<file path="src/design/tsfn_pkg.sv">
// Shared types and constants for the tanh stretching factor Newton solver.
// Used by tsfn_div, tanh_stretch_factor_newton_top and the dv files; no dependencies.
package tsfn_pkg;

	localparam int FRAC_BITS_DEF  = 24;
	localparam int COUNT_BITS_DEF = 16;

	// Shared divider geometry
	localparam int DIV_NUM_W = 64;
	localparam int DIV_DEN_W = 34;
	localparam int DIV_CNT_W = 7;

	// Configuration register widths
	localparam int TOL_W   = 25;
	localparam int LIMIT_W = 8;

	typedef enum logic [1:0] {
		STAT_OK     = 2'd0,
		STAT_NONPOS = 2'd1,
		STAT_NOSOL  = 2'd2,
		STAT_NOCONV = 2'd3
	} status_t;

	typedef enum logic {
		CFG_TOLERANCE  = 1'b0,
		CFG_ITER_LIMIT = 1'b1
	} cfg_idx_t;

	typedef enum logic [4:0] {
		ST_IDLE,
		ST_DS,
		ST_RC,
		ST_GUESS,
		ST_EVAL,
		ST_EV1,
		ST_EV2,
		ST_EV3,
		ST_EV4,
		ST_CHECK,
		ST_ST1,
		ST_ST2,
		ST_ST3,
		ST_ST4,
		ST_ST5,
		ST_DONE,
		ST_MUL_W,
		ST_MUL_R,
		ST_DIVQ_W,
		ST_TH_K,
		ST_TH_KW,
		ST_TH_MW,
		ST_TH_MR,
		ST_TH_NW,
		ST_TH_FIN,
		ST_TH_FW
	} state_t;

	typedef struct packed {
		logic                 start;
		logic [DIV_CNT_W-1:0] nbits;
		logic [DIV_NUM_W-1:0] num;
		logic [DIV_DEN_W-1:0] den;
	} div_req_t;

	typedef struct packed {
		logic                 done;
		logic [DIV_NUM_W-1:0] quo;
		logic [DIV_DEN_W-1:0] rem;
	} div_rsp_t;

endpackage

</file>
<file path="src/design/tsfn_div.sv">
// Iterative restoring divider, one quotient bit per cycle.
// Dividend arrives MSB-aligned; nbits sets the number of steps. Uses tsfn_pkg.
module tsfn_div import tsfn_pkg::*; (
	input  logic     clk,
	input  logic     arst_n,
	input  div_req_t req,
	output div_rsp_t rsp
);

	logic                 busy_q;
	logic                 done_q;
	logic [DIV_CNT_W-1:0] cnt_q;
	logic [DIV_NUM_W-1:0] num_q;
	logic [DIV_NUM_W-1:0] quo_q;
	logic [DIV_DEN_W-1:0] den_q;
	logic [DIV_DEN_W-1:0] rem_q;
	logic [DIV_DEN_W:0]   trial;
	logic [DIV_DEN_W:0]   diff;
	logic                 fits;

	// Shift in the next dividend bit and trial-subtract
	assign trial = {rem_q, num_q[DIV_NUM_W-1]};
	assign diff  = trial - {1'b0, den_q};
	assign fits  = trial >= {1'b0, den_q};

	// Step counter and completion pulse
	always_ff @(posedge clk or negedge arst_n) begin
		if (!arst_n) begin
			busy_q <= 1'b0;
			done_q <= 1'b0;
			cnt_q  <= '0;
		end else if (req.start) begin
			busy_q <= 1'b1;
			done_q <= 1'b0;
			cnt_q  <= req.nbits;
		end else if (busy_q) begin
			cnt_q <= cnt_q - 1'b1;
			if (cnt_q == DIV_CNT_W'(1)) begin
				busy_q <= 1'b0;
				done_q <= 1'b1;
			end else begin
				done_q <= 1'b0;
			end
		end else begin
			done_q <= 1'b0;
		end
	end

	// Remainder and quotient datapath
	always_ff @(posedge clk) begin
		if (req.start) begin
			num_q <= req.num;
			den_q <= req.den;
			rem_q <= '0;
			quo_q <= '0;
		end else if (busy_q) begin
			num_q <= {num_q[DIV_NUM_W-2:0], 1'b0};
			rem_q <= fits ? diff[DIV_DEN_W-1:0] : trial[DIV_DEN_W-1:0];
			quo_q <= {quo_q[DIV_NUM_W-2:0], fits};
		end
	end

	assign rsp.done = done_q;
	assign rsp.quo  = quo_q;
	assign rsp.rem  = rem_q;

endmodule

</file>
<file path="config.mk">
export PLATFORM = sky130hd
export DESIGN_NAME = tsfn_div
export DESIGN_NICKNAME = d
export VERILOG_FILES = /design/src/design/tsfn_pkg.sv /design/src/design/tsfn_div.sv
export SDC_FILE = /design/constraint.sdc
export NUM_CORES = 1
export LEC_CHECK = 0
export ABC_AREA = 1
export BUFFER_PORTS_ARGS = -buffer_cell sky130_fd_sc_hd__buf_2
export CORE_MARGIN = 4
export CORE_UTILIZATION = 50
export DETAILED_ROUTE_END_ITERATION = 6
export PLACE_DENSITY = 0.72
export SYNTH_ARGS = -nofsm -noshare
export SYNTH_HDL_FRONTEND = slang
export SYNTH_SLANG_ARGS = --single-unit
export TNS_END_PERCENT = 1
</file>
<file path="constraint.sdc">
create_clock -name clk -period 2.9 [get_ports clk]
set_clock_uncertainty 0.15 [all_clocks]
set_input_delay 0.58 -clock clk [delete_from_list [all_inputs] [get_ports clk]]
set_output_delay 0.58 -clock clk [all_outputs]
set_load 0.1 [all_outputs]
</file>
==> flow_summary.toml <==
[outcome]
status = "finished clean"

[timing]
hold_viol_final = 0
worstMarginPinSlew_ns = 0.628
finalSetupViolCount = 0
finalCritPeriodShare_pct = 91.8
layout_setup_ws_ns = 0.239
finalSetupTns_ns = 0
grt_setup_unrepaired = "no"
slew_viol_final = 0
whs_ns = 0.0767
min_period_ns = 2.66
timing.slew.headroom_pct = 58.2
timing.fmax_mhz = 376

[pwr]
total_power_mw = 7.86
p_sw_mw = 2.46
power.density_nw_per_um2 = 623
ir_drop_mv = 0.507
p_sw_share_pct = 31.4
comb_power_share_pct = 20.3
internal-power_mw = 5.39
p_leak_nw = 6.61
p_clk_share_pct = 37.1
pwr-share-seq_pct = 42.6

[synthesis]
yosysTopAreaCellShare_pct = 27.9
synthMostInstantiatedCell = "nand2_1"
async_reset_ff_share_pct = 4.39
syn-cell-area_um2 = 10500
yosysTopAreaCell = "edfxtp_1"
synth.area.top_cells = "edfxtp_1 (28%), nand2_1 (19%), dfxtp_1 (19%), inv_1 (7.4%), ha_1 (4.3%)"
ys_seq_area_share_pct = 48.7
ys_types = 41
syn_inst = 1359
synth_commonest_cells = "nand2_1 (542), inv_1 (209), dfxtp_1 (98), edfxtp_1 (98), nand3_1 (64)"
synth-main-ff-cell = "edfxtp_1"
synth_edf_count = 98
ys_warn_count = 0
synth_nets = 1504
synth_seq_cells = 205
syn-mean-instance-area_um2 = 7.75

[setup_path]
path_class = "register to register"
cp-start-kind = "register"
crit_fanout = 3
max_stage_delay_ns = 0.44
slowest_stage = "fa_1"
cp_common_cell = "nand2_1"
path_cells = "inv_1, ha_1, inv_1, fa_1, nand2_1, nand2_1, nand3_1, nand2_1, nand2_1, nand2_1, nand3b_1, nand2_1, nand2_1, nand3_1, nand2_1, nand2_1"
end_kind = "register"
worst-endpoint-required_ns = 3.17
critPathArrivalTime_ns = 2.93

[final_layout]
regArea_um2 = 5130
syn_to_final_growth_pct = 19.6
fin_nets = 1703
drive_gt1_share_pct = 18.7
multi_input_area_um2 = 4380
fillers = 1904
fin_util_pct = 61.5

[floorplanning]
dieArea_um2 = 23500
die_y_um = 153
std_cell_rows = 52
initial_utilization_pct = 51.4
ios = 207
core_um2 = 20500
chipWidth_um = 153

[place]
port_buffers = 206
place_ws_ns = 0.227
dpl.hpwl_um = 20300
routabilityCongestion = 0.938

[clocking]
postCtsHoldBufs = 1
post_cts_resized = 0
clk_latency_ns = 0.52
cts_buffers = 22
h-tree-depth = 1
clockBufferDepth = 3
clock_sinks = 205
path_clk_slew_ns = 0.06
clockRootBuffer = "clkbuf_16"
cts_tree = "built"
cts_setup_buffers = 0

[detailed_routing]
wl_per_cell_um = 15.0
drtIter0Drc = 518
via_count = 9201
wirelength_um = 27700
viasPerCell = 4.98
antenna_left = 0
drc = 0
drtPass1Iterations = 5

[flow_run]
drv_cap = 0

[global_route]
grt_max_degree = 66
grt_pass1_wl_um = 44100
antenna_found_initial = 4
gr-total-overflow = 0
grt_pass1_vias = 8918
gr-usage-all-layers_pct = 22.6

[min_path]
hold_class = "input pin to register"
[critical path: cells and delay by family, from the launching register on]
| kind | cells | cell delay (ns) |
|---|---|---|
| adder cells (fa/ha/maj) | 2 | 0.66 |
| flip-flops | 1 | 0.37 |
| AND/OR/NAND/NOR | 12 | 1.20 |
| buffers and inverters | 2 | 0.18 |
[cell families after synthesis]
family,after synthesis,share of synthesized area (%)
AO/OA/AOI/OAI,113,6.58
buffers and inverters,259,9.78
XOR/XNOR,19,1.58
adder cells (fa/ha/maj),37,4.46
flip-flops,205,48.7
AND/OR/NAND/NOR,726,28.9
[cell usage in the layout (no fill, tap or decap), drive strengths merged]
cell,n
nor4,1
buf,221
nand3,66
o311ai,1
ha,36
o21ai,12
dfrtp,9
nor3,5
nor2,63
dfxtp,98
clkinv,8
or4,1
xnor2,10
edfxtp,98
bufinv,1
clkinvlp,1
nand3b,27
or2,2
o22ai,62
and3,1
nand4,6
a21oi,24
o21bai,5
fa,1
a21o,3
a22oi,1
o211ai,2
diode,3
o221ai,3
xor2,9
dlygate4sd3,1
clkbuf,26
nand2,553
nor3b,1
inv,216
[path summary, 6_finish.rpt]
| check | start | to | slack, ns | cells after the start |
|---|---|---|---|---|
| setup / recovery | num_q[63] | rem_q[28] | 0.24 | 16 |
| hold / removal | req[33] | den_q[33] | 0.08 | 1 |
| setup reg to reg | num_q[63] | rem_q[28] | 0.24 | 16 |
| hold reg to reg | quo_q[63] | quo_q[63] | 0.30 | 2 |
| max in group asynchronous | arst_n | cnt_q[5] | 2.08 | 2 |
| min in group asynchronous | arst_n | cnt_q[1] | 0.34 | 2 |
[through the flow]
step / instances / cell area (um^2)
4_1_cts: 1844 / 12600
3_3_place_gp: 1803 / 11800
3_5_place_dp: 1803 / 11800
6_report: 1847 / 12600
5_1_grt: 1845 / 12600
2_1_floorplan: 1359 / 10500
[per-layer routing]
layer	vias up	wire, um	GRT usage (%)
met5	-	23	0
met4	6	665	5.30
met3	44	2140	5.74
met2	278	13300	39.6
met1	4175	11500	28.2
li1	4698	-	-
[power by group through the flow]
stage | logic [mW] | clock network (mW) | registers, mW
global route | 1.76 | 3.08 | 3.37
floorplan | 0.886 | 0 | 3.71
finish | 1.59 | 2.92 | 3.35
CTS | 1.60 | 2.97 | 3.35
detailed placement | 1.59 | 0 | 3.41
global placement | 1.58 | 0 | 3.40
[area by class of cell]
class	instances	area share (%)
Antenna cell	3	0.0596
Clock inverter	14	1.10
Tap cell	270	2.68
Clock buffer	26	4.98
Sequential cell	205	40.7
Timing Repair Buffer	222	9.37
Inverter	212	6.33
Multi-Input combinational cell	895	34.8
[flip-flops by register name, indices dropped and copies added, names as in the netlist]
signal  flops
busy_q      1
cnt_q       7
den_q      34
done_q      1
num_q      64
quo_q      64
rem_q      34
No activity file was read; power rests on OpenSTA's default activity.
